File: src/xbf_pkg.sv
// Package for the XMODEM block framer: beat types, protocol symbols and the CRC polynomial.
// It depends on nothing else and is compiled first.
`timescale 1ns / 1ps

package xbf_pkg;

  localparam int BLOCK_BYTES = 128;

  localparam logic [7:0]  SYM_SOH  = 8'h01;
  localparam logic [7:0]  SYM_EOT  = 8'h04;
  localparam logic [7:0]  SYM_PAD  = 8'h1A;
  localparam logic [15:0] CRC_POLY = 16'h1021;

  localparam logic MODE_DATA = 1'b0;
  localparam logic MODE_EOF  = 1'b1;

  typedef struct packed {
    logic       mode;
    logic [7:0] data_byte;
  } in_item_t;

  typedef struct packed {
    logic [7:0] out_byte;
    logic [6:0] repeat_count;
    logic       last_result;
  } out_item_t;

endpackage

File: src/xmodem_block_framer_top.sv
// XMODEM sender block framer: header, data pass-through, padding, checksum or CRC-16 trailer.
// It depends on xbf_pkg for beat types and symbols.
// It takes one byte at a time and reopens its input once that byte and any trailer are out.
// The trailer waits for the accumulator, which absorbs one bit per cycle in CRC mode.
// End of file sends up to 127 pad bytes in one repeated beat, at most 5 output beats in all.
// Synchronous reset: block number 1, empty block, checksum mode, no result pending.
`timescale 1ns / 1ps

module xmodem_block_framer_top (
  input  logic              clk,
  input  logic              rst,
  input  logic              cfg_wen,
  input  logic              cfg_wdata,
  input  logic              item_valid,
  output logic              item_ready,
  input  xbf_pkg::in_item_t item,
  output logic              result_valid,
  input  logic              result_ready,
  output xbf_pkg::out_item_t result
);
  import xbf_pkg::*;

  typedef enum logic [10:0] {
    ST_IDLE    = 11'b000_0000_0001,
    ST_HDR_SOH = 11'b000_0000_0010,
    ST_HDR_NUM = 11'b000_0000_0100,
    ST_HDR_CPL = 11'b000_0000_1000,
    ST_ABSORB  = 11'b000_0001_0000,
    ST_DATA    = 11'b000_0010_0000,
    ST_PAD     = 11'b000_0100_0000,
    ST_TRL_HI  = 11'b000_1000_0000,
    ST_TRL_LO  = 11'b001_0000_0000,
    ST_EOT_A   = 11'b010_0000_0000,
    ST_EOT_B   = 11'b100_0000_0000
  } state_t;

  state_t      state;
  state_t      state_next;
  state_t      trl_state;
  logic        crc_mode;
  logic [7:0]  block_number;
  logic [7:0]  fill_count;
  logic [15:0] check_acc;
  logic [7:0]  shift_byte;
  logic [2:0]  bit_cnt;
  logic [6:0]  pad_left;
  logic        is_eof;
  logic [7:0]  cur_byte;
  logic        accept;
  logic        can_load;
  logic        emit;
  out_item_t   emit_item;
  logic        block_full;
  logic [7:0]  pad_full;
  logic        crc_fb;

  assign item_ready = (state == ST_IDLE);
  assign accept     = item_valid && item_ready;
  assign can_load   = !result_valid || result_ready;
  assign trl_state  = crc_mode ? ST_TRL_HI : ST_TRL_LO;
  assign block_full = (fill_count >= 8'(BLOCK_BYTES - 1));
  assign pad_full   = 8'(BLOCK_BYTES) - fill_count;
  assign crc_fb     = check_acc[15] ^ shift_byte[7];

  always_comb begin
    state_next = state;
    emit       = 1'b0;
    emit_item  = '{out_byte: 8'h00, repeat_count: 7'd1, last_result: 1'b0};
    case (state)
      ST_IDLE: begin
        if (accept) begin
          if (item.mode == MODE_EOF) begin
            if (fill_count == 8'd0) begin
              state_next = ST_EOT_A;
            end else if (fill_count < 8'(BLOCK_BYTES)) begin
              state_next = ST_PAD;
            end else begin
              state_next = trl_state;
            end
          end else if (fill_count == 8'd0) begin
            state_next = ST_HDR_SOH;
          end else begin
            state_next = ST_ABSORB;
          end
        end
      end
      ST_HDR_SOH: begin
        if (can_load) begin
          emit               = 1'b1;
          emit_item.out_byte = SYM_SOH;
          state_next         = ST_HDR_NUM;
        end
      end
      ST_HDR_NUM: begin
        if (can_load) begin
          emit               = 1'b1;
          emit_item.out_byte = block_number;
          state_next         = ST_HDR_CPL;
        end
      end
      ST_HDR_CPL: begin
        if (can_load) begin
          emit               = 1'b1;
          emit_item.out_byte = ~block_number;
          state_next         = ST_ABSORB;
        end
      end
      ST_ABSORB: begin
        if (bit_cnt == 3'd7) begin
          if (!is_eof) begin
            state_next = ST_DATA;
          end else if (pad_left == 7'd1) begin
            state_next = trl_state;
          end
        end
      end
      ST_DATA: begin
        if (can_load) begin
          emit                  = 1'b1;
          emit_item.out_byte    = cur_byte;
          emit_item.last_result = !block_full;
          state_next            = block_full ? trl_state : ST_IDLE;
        end
      end
      ST_PAD: begin
        if (can_load) begin
          emit                   = 1'b1;
          emit_item.out_byte     = SYM_PAD;
          emit_item.repeat_count = pad_full[6:0];
          state_next             = ST_ABSORB;
        end
      end
      ST_TRL_HI: begin
        if (can_load) begin
          emit               = 1'b1;
          emit_item.out_byte = check_acc[15:8];
          state_next         = ST_TRL_LO;
        end
      end
      ST_TRL_LO: begin
        if (can_load) begin
          emit                  = 1'b1;
          emit_item.out_byte    = check_acc[7:0];
          emit_item.last_result = !is_eof;
          state_next            = is_eof ? ST_EOT_A : ST_IDLE;
        end
      end
      ST_EOT_A: begin
        if (can_load) begin
          emit               = 1'b1;
          emit_item.out_byte = SYM_EOT;
          state_next         = ST_EOT_B;
        end
      end
      ST_EOT_B: begin
        if (can_load) begin
          emit                  = 1'b1;
          emit_item.out_byte    = SYM_EOT;
          emit_item.last_result = 1'b1;
          state_next            = ST_IDLE;
        end
      end
      default: begin
        state_next = ST_IDLE;
      end
    endcase
  end

  always_ff @(posedge clk) begin
    if (emit) begin
      result <= emit_item;
    end
    if (accept) begin
      is_eof     <= item.mode;
      cur_byte   <= item.data_byte;
      shift_byte <= item.data_byte;
    end
    if (state == ST_ABSORB) begin
      if (bit_cnt == 3'd7 && is_eof) begin
        pad_left   <= pad_left - 7'd1;
        shift_byte <= SYM_PAD;
      end else begin
        shift_byte <= {shift_byte[6:0], 1'b0};
      end
    end
    if (state == ST_PAD && emit) begin
      pad_left   <= pad_full[6:0];
      shift_byte <= SYM_PAD;
    end
  end

  always_ff @(posedge clk) begin
    if (rst) begin
      state        <= ST_IDLE;
      result_valid <= 1'b0;
      crc_mode     <= 1'b0;
      block_number <= 8'd1;
      fill_count   <= 8'd0;
      check_acc    <= 16'd0;
      bit_cnt      <= 3'd0;
    end else begin
      state <= state_next;
      if (cfg_wen) begin
        crc_mode <= cfg_wdata;
      end
      if (emit) begin
        result_valid <= 1'b1;
      end else if (result_ready) begin
        result_valid <= 1'b0;
      end
      if (accept) begin
        bit_cnt <= 3'd0;
        if (item.mode == MODE_DATA && fill_count == 8'd0) begin
          check_acc <= 16'd0;
        end
      end
      if (state == ST_ABSORB) begin
        bit_cnt <= bit_cnt + 3'd1;
        if (crc_mode) begin
          check_acc <= {check_acc[14:0], 1'b0} ^ (crc_fb ? CRC_POLY : 16'h0000);
        end else if (bit_cnt == 3'd0) begin
          check_acc <= {8'h00, check_acc[7:0] + shift_byte};
        end
      end
      if (state == ST_PAD && emit) begin
        bit_cnt <= 3'd0;
      end
      if (state == ST_DATA && emit) begin
        fill_count <= fill_count + 8'd1;
      end
      if (state == ST_TRL_LO && emit && !is_eof) begin
        block_number <= block_number + 8'd1;
        fill_count   <= 8'd0;
        check_acc    <= 16'd0;
      end
      if (state == ST_EOT_B && emit) begin
        block_number <= 8'd1;
        fill_count   <= 8'd0;
        check_acc    <= 16'd0;
      end
    end
  end

endmodule

File: config.mk
export PLATFORM = sky130hd
export DESIGN_NAME = xmodem_block_framer_top
export DESIGN_NICKNAME = d
export VERILOG_FILES = /design/src/xbf_pkg.sv /design/src/xmodem_block_framer_top.sv
export SDC_FILE = /design/constraint.sdc
export NUM_CORES = 1
export LEC_CHECK = 0
export BUFFER_PORTS_ARGS = -buffer_cell sky130_fd_sc_hd__buf_2
export CAP_MARGIN = 20
export CORE_ASPECT_RATIO = 1.4
export CORE_MARGIN = 2
export CORE_UTILIZATION = 55
export CTS_BUF_LIST = sky130_fd_sc_hd__clkbuf_8
export DETAILED_ROUTE_END_ITERATION = 16
export PLACE_DENSITY = 0.74
export SYNTH_ARGS = -nofsm -noshare
export SYNTH_HDL_FRONTEND = slang
export SYNTH_SLANG_ARGS = --single-unit
File: constraint.sdc
create_clock -name clk -period 5.8 [get_ports clk]
set_input_delay 1.45 -clock clk [delete_from_list [all_inputs] [get_ports clk]]
set_output_delay 1.45 -clock clk [all_outputs]
set_load 0.03 [all_outputs]
==> metrics, run 1 <==
post-synthesis simple-gate area fraction 23.0%; Cell Count, Final, Fillers Out 652; layout cells sized above 1 13.9%; syn nets 556; Setup Viol. Count Final 0; path type of the worst min-delay path reg -> reg; WL final 11.8 mm; Sink Count 88; total power 1.52 mW; multi-input logic area 0.00254 mm2; routability-driven placement congestion ratio 0.940; clock buffer depth 2; crit path launch type flop; Post-DP HPWL 8.87 mm; unrepaired setup endpoints after global routing no; relative slew slack 29.7%; drt drc 0; final setup TNS 0 ns; run status completed; post-synthesis mux area share 1.44%; core area 0.00856 mm2; final period utilization 65.9%; CP Capture Type primary output; Crit Reg-Reg Endpoint result[0]$_DFFE_PN_; Die Footprint 0.00960 mm2; Seq/Total Area, Yosys 42.9%; worst setup path category reg -> out; Place WS 2.41 ns; final cell area excluding filler cells 0.00521 mm2; Overall Global Routing Usage 25.2%; WP data required 4.35 ns; setup ws final 1.98 ns; Filler cells 778; Crit Reg-Reg Startpoint state[9]$_SDFFE_PP0P_; CP Cell Sequence or4_1 -> or4_4 -> inv_1 -> buf_2; first-pass GRT wire length 19.1 mm; unique cell type count in the Yosys netlist 64; I/O Buffers 32; initial antenna violation count 0; #FFs+latches synth 88; placed cell count 636; Worst VDD drop 0.000238 V; r2r setup slk 2.64 ns; antenna fix cells 0; Post-synth ARST share 0%; fmax 262 MHz; largest net degree at the start of global routing 25; worst r2r path cells 5; compound-cell area share of the yosys netlist 17.3%; clock latency on the worst-skew pair 0.37 ns; Reg clk slew, reported paths 0.09 ns; Max FO, Critical Path 14; First-pass DRT Iterations 5; Post-CTS Resized 0; ys flop type dfxtp_1; Post-Synthesis Cells 525; worst path arrival time 2.37 ns; P&R area growth vs syn 7.32%; Ys Warns 0; Slew Limit Fails 0; Post-Synth XOR/XNOR Area 6.31%; CP peak stage delay 0.68 ns; root buf cell clkbuf_8; Seq. cell area 0.00208 mm2; per-cell routed wire length 18.1 um; largest family of logic cells by synthesized area simple AND/OR/NAND/NOR gates; MaxCap Viol Count 0; Setup Skew 0.00986 ns; Die Span Y 115 um; row count 40; EDFF count, synth 32; area share of fa/ha/maj cells after synthesis 4.28%; IO Pins 33; CP Launch Point state[7]$_SDFFE_PP0P_; Slowest-stage cell, CP or4_1; Cell Area, Synth 0.00485 mm2; Period minus WS final 3.82 ns; Slew @ Worst Pin 1.05 ns; Worst Setup EP item_ready; setup bufs post-CTS 0; Placed Area 0.00501 mm2; H-tree Lvls 3; Vias/cell 6.15; TritonCTS Buffers 9; final hold violations 0; Hold-fix buffers, CTS 0; First DRT Iteration DRCs 224; vias in the first global route 3,811; leak pwr 1.89 nW; Avg Cell Area, Syn 9.25 um2; Die W 83.4 um; Initial Util 56.7%; Overflow after GRT 0; net count reported at finish 573; Routed Antenna Nets 0; DR vias 4,008; pwr/cell area 292 mW/mm2; CTS tree done
-- cells in the mapped netlist, drive strengths merged (8+ instances only) --
master	n	area, um2
buf	21	144
nor3	15	75.1
nand3	11	55.1
clkbuf	10	37.5
edfxtp	32	961
xor2	24	210
xnor2	11	96.3
a22oi	20	150
a21oi	45	225
nand4	8	50.1
dfxtp	56	1120
ha	15	188
inv	14	52.6
nor2	67	251
nand2	26	97.6
a31oi	10	62.6
o21ai	24	120
nor4	12	133
-- stage by stage --
stage | util (%) | hold slack (ns)
4_1_cts | 60.9 | 0.503
5_1_grt | 60.9 | 0.537
2_1_floorplan | - | 0.460
6_report | 60.9 | 0.506
3_5_place_dp | 58.5 | 0.491
3_3_place_gp | 58.4 | 0.485
-- layout make-up --
cell class / instances / area share, %
clock inverters: 6 / 1.27
repair buffers: 37 / 3.75
multi-input cells: 392 / 48.8
clock buffers: 10 / 2.64
well taps: 105 / 2.52
inverters: 14 / 1.01
flip-flops and latches: 88 / 40.0
-- worst max-delay path: cells and delay by family, from the launching register on --
family / cells / cell delay, ns
buf+inv: 2 / 0.28
flops: 1 / 0.44
simple gates: 2 / 1.28
-- cells by family after synthesis --
family / Yosys count
and+or+nand+nor: 200
AOI/OAI and AO/OA: 134
DFF: 88
buffers and inverters: 45
xor gates and xnor gates: 35
adders and majority gates: 16
muxes: 7
-- worst min path at each step --
stage                                 start                 endpoint  slack, ns  depth (start not counted)
floorplan           check_acc[3]$_SDFF_PP0_  check_acc[4]$_SDFF_PP0_       0.46                          2
global placement    check_acc[0]$_SDFF_PP0_  check_acc[0]$_SDFF_PP0_       0.48                          2
detailed placement  check_acc[0]$_SDFF_PP0_  check_acc[0]$_SDFF_PP0_       0.49                          2
CTS                 check_acc[0]$_SDFF_PP0_  check_acc[0]$_SDFF_PP0_       0.50                          2
global route        check_acc[0]$_SDFF_PP0_  check_acc[0]$_SDFF_PP0_       0.54                          2
finish              check_acc[0]$_SDFF_PP0_  check_acc[0]$_SDFF_PP0_       0.51                          2
-- registers in the layout, summed over array words and instances, names as in the netlist --
signal / count
bit_cnt: 3
block_number: 8
check_acc: 16
crc_mode: 1
cur_byte: 8
fill_count: 8
is_eof: 1
pad_left: 7
result: 16
result_valid: 1
shift_byte: 8
state: 11
-- layout by cell type (no fill, tap or decap), drive strengths merged, types with 16 or more instances in the layout --
cell,synthesis,final
o21ai,24,24
buf,21,37
xor2,24,24
a22oi,20,20
a21oi,45,45
inv,14,16
nand2,26,26
nor2,67,67
edfxtp,32,32
dfxtp,56,56
-- layer usage --
metal / share of wire, % / up-vias / global-route usage (%)
li1: - / 1950 / -
met1: 41 / 1889 / 30.5
met2: 50 / 145 / 43.7
met3: 6.0 / 24 / 5.60
met4: 2.9 / 0 / 10.3
met5: 0 / - / 0
-- power by group --
part	total (mW)	internal (mW)	switching (mW)
Sequential	0.753	0.699	0.0530
Clock	0.439	0.212	0.226
Combinational	0.328	0.124	0.205
Total	1.52	1.04	0.484
No activity file was read; power rests on OpenSTA's default activity.
==> run 2, diff against run 1 <==
--- a/config.mk
+++ b/config.mk
@@ -5,6 +5,7 @@
 export SDC_FILE = /design/constraint.sdc
 export NUM_CORES = 1
 export LEC_CHECK = 0
+export ABC_AREA = 1
 export BUFFER_PORTS_ARGS = -buffer_cell sky130_fd_sc_hd__buf_2
 export CAP_MARGIN = 20
 export CORE_ASPECT_RATIO = 1.4
@@ -12,7 +13,7 @@
 export CORE_UTILIZATION = 55
 export CTS_BUF_LIST = sky130_fd_sc_hd__clkbuf_8
 export DETAILED_ROUTE_END_ITERATION = 16
-export PLACE_DENSITY = 0.74
+export PLACE_DENSITY = 0.76
 export SYNTH_ARGS = -nofsm -noshare
 export SYNTH_HDL_FRONTEND = slang
 export SYNTH_SLANG_ARGS = --single-unit
==> constraint.sdc (replaced) <==
create_clock -name clk -period 3.4 [get_ports clk]
set_input_delay 0.85 -clock clk [delete_from_list [all_inputs] [get_ports clk]]
set_output_delay 0.85 -clock clk [all_outputs]
set_load 0.03 [all_outputs]
==> run 2 against run 1 <==
Cell area up 2.7%. Global-route usage up 0.55 points. Largest power group unchanged. Total power up 150%. Sequential power up 94%. Clock skew up 0.0060 ns. Sequential cell count unchanged. Critical path type is now reg -> reg. Sequential share of layout area down 1.0 points.
==> metrics, run 2 <==
initial antenna violation count 0 (unchanged); Ys Warns 0 (unchanged); First DRT Iteration DRCs 307 (was 224); WL final 11.8 mm (about the same); #FFs+latches synth 88 (unchanged); Die Footprint 0.00963 mm2 (was 0.00960 mm2); EDFF count, synth 32 (unchanged); routability-driven placement congestion ratio 0.951 (was 0.940); first-pass GRT wire length 19.5 mm (was 19.1 mm); Routed Antenna Nets 0 (unchanged); Post-CTS Resized 0 (unchanged); syn nets 662 (was 556); Setup Viol. Count Final 0 (unchanged); DR vias 4,336 (was 4,008); Worst VDD drop 0.000686 V (was 0.000238 V); placed cell count 759 (was 636); Slew @ Worst Pin 0.959 ns (was 1.05 ns); Cell Area, Synth 0.00487 mm2 (was 0.00485 mm2); Avg Cell Area, Syn 7.72 um2 (was 9.25 um2); clock buffer depth 2 (unchanged); leak pwr 2.30 nW (was 1.89 nW); Post-Synthesis Cells 631 (was 525); clock latency on the worst-skew pair 0.37 ns (about the same); IO Pins 33 (unchanged); vias in the first global route 4,142 (was 3,811); Initial Util 56.6% (was 56.7%); Seq/Total Area, Yosys 42.8% (was 42.9%); final hold violations 0 (unchanged); Yosys top cell by area dfxtp_1 (unchanged); final period utilization 72.4%; run status completed (unchanged); drt drc 0 (unchanged); WP data required 3.39 ns (was 4.35 ns); path type of the worst min-delay path reg -> reg (unchanged); row count 40 (unchanged); fmax 406 MHz; core area 0.00861 mm2 (was 0.00856 mm2); H-tree Lvls 3 (unchanged); final setup TNS 0 ns (unchanged); commonest cells in the synthesized netlist 149 x nand2_1, 80 x inv_1, 64 x nor2_1, 56 x dfxtp_1, 47 x a21oi_1 (was 67 x nor2_1, 56 x dfxtp_1, 45 x a21oi_1, 32 x edfxtp_1, 26 x nand2_1); crit path launch type flop (unchanged); I/O Buffers 32 (unchanged); Reg clk slew, reported paths 0.09 ns (about the same); Post-synth ARST share 0% (unchanged); Die W 83.5 um (was 83.4 um); Setup Skew 0.0158 ns (was 0.00986 ns); Max FO, Critical Path 16 (was 14); setup bufs post-CTS 0 (unchanged); Sink Count 88 (unchanged); Overall Global Routing Usage 25.8% (was 25.2%); unique cell type count in the Yosys netlist 43 (was 64); top cells by area, synth dfxtp_1 23%, edfxtp_1 20%, nand2_1 11% (was dfxtp_1 23%, edfxtp_1 20%, nor2_1 5.2%); most frequent cells in the layout 149 x nand2_1, 81 x inv_1, 64 x nor2_1 (was 67 x nor2_1, 56 x dfxtp_1, 45 x a21oi_1); antenna fix cells 0 (unchanged); final hold slack 0.494 ns (was 0.506 ns); unrepaired setup endpoints after global routing no (unchanged); Hold-fix buffers, CTS 0 (unchanged); Cell Count, Final, Fillers Out 775 (was 652); Post-DP HPWL 9.05 mm (was 8.87 mm); TritonCTS Buffers 9 (unchanged); layout cells sized above 1 13.0% (was 13.9%); P&R area growth vs syn 9.89% (was 7.32%); pwr/cell area 696 mW/mm2 (was 292 mW/mm2); largest net degree at the start of global routing 23 (was 25); worst setup path category reg -> reg (was reg -> out); per-cell routed wire length 15.3 um (was 18.1 um); net count reported at finish 696 (was 573); Top Registers check_acc: 16 flops, result: 16 flops, state: 11 flops (unchanged); root buf cell clkbuf_8 (unchanged); CP Capture Type flop (was primary output); worst path arrival time 2.45 ns (was 2.37 ns); Synth top area share 23.0% (was 23.1%); Period minus WS final 2.46 ns; count leader, synth nand2_1 (was nor2_1); CTS tree done (unchanged); ys flop type dfxtp_1 (unchanged); commonest non-fill, non-tap cell in the layout nand2_1 (was nor2_1); MaxCap Viol Count 0 (unchanged); relative slew slack 35.4% (was 29.7%); Overflow after GRT 0 (unchanged); First-pass DRT Iterations 5 (unchanged); Vias/cell 5.59 (was 6.15); Slew Limit Fails 0 (unchanged); Die Span Y 115 um (about the same)
[run 2: changes by cell type in the layout (fill, tap and decap cells not counted), sizes merged, moves of 7 or more]
| cell | previous run | this run |
|---|---|---|
| nand2 | 26 | 162 |
| nand2b | 7 | 0 |
| nor2 | 67 | 78 |
| a22oi | 20 | 4 |
| mux2i | 7 | 0 |
| inv | 16 | 85 |
| a21o | 7 | 0 |
| nor3 | 15 | 23 |
| xor2 | 24 | 13 |
| nor4 | 12 | 0 |
| nand3 | 11 | 36 |
[run 2: per-stage QoR]
step | power [mW] | setup slack (ns) | instance area (um2) | utilization [%]
6_report | 3.73 | 0.940 | 5350 | 62.2
3_3_place_gp | 2.84 | 0.791 | 5110 | 59.3
5_1_grt | 3.95 | 0.754 | 5350 | 62.2
4_1_cts | 3.73 | 0.957 | 5350 | 62.2
3_5_place_dp | 2.86 | 0.743 | 5110 | 59.3
2_1_floorplan | 2.54 | 1.11 | 4870 | -
[run 2: per-layer routing]
metal  wire length (um)  up-vias  track usage (%)
met1               4760     2002             30.1
li1                   -     2145                -
met2               5890      152             46.0
met5                  0        -                0
met4                464        0             13.2
met3                705       37             3.95
[run 2: logic make-up (layout without fill, tap and decap cells)]
group	Yosys count	count (layout)	share of synthesized area, %
AOI/OAI and AO/OA	102	102	12.4
and+or+nand+nor	311	311	29.3
DFF	88	88	42.8
buffers and inverters	95	134	7.86
xor gates and xnor gates	19	19	3.42
adders and majority gates	16	16	4.27
[run 2: final cells by class]
class	count	area [um2]
clock inverters	7	119
multi-input cells	448	2400
clock buffers	9	124
inverters	84	315
fillers	796	3260
repair buffers	34	175
flip-flops and latches	88	2080
well taps	105	131
[run 2: critical path, cell delays in order (launching register included)]
cell     delay (ns)
dfxtp_1        0.35
nor2_1         0.16
nand2_2        0.13
nor2_4         0.16
nand2_2        0.17
nand2_1        0.12
nor2_2         0.06
nand2_2        0.10
nand2_1        0.23
inv_1          0.60
[run 2: final timing paths]
check	start	to	slack (ns)	cells after the start
worst max-delay path	state[5]$_SDFFE_PP0P_	result[15]$_DFFE_PN_	0.94	9
worst min-delay path	check_acc[9]$_SDFF_PP0_	check_acc[9]$_SDFF_PP0_	0.49	2
worst min register to register	check_acc[9]$_SDFF_PP0_	check_acc[9]$_SDFF_PP0_	0.49	2
worst max register to register	state[5]$_SDFFE_PP0P_	result[15]$_DFFE_PN_	0.94	9
[run 2: report_power, final]
group	switching [mW]	internal [mW]	leakage, nW
Combinational	0.991	0.407	1.43
Sequential	0.140	1.32	0.757
Clock	0.380	0.489	0.121
Total	1.51	2.21	2.30
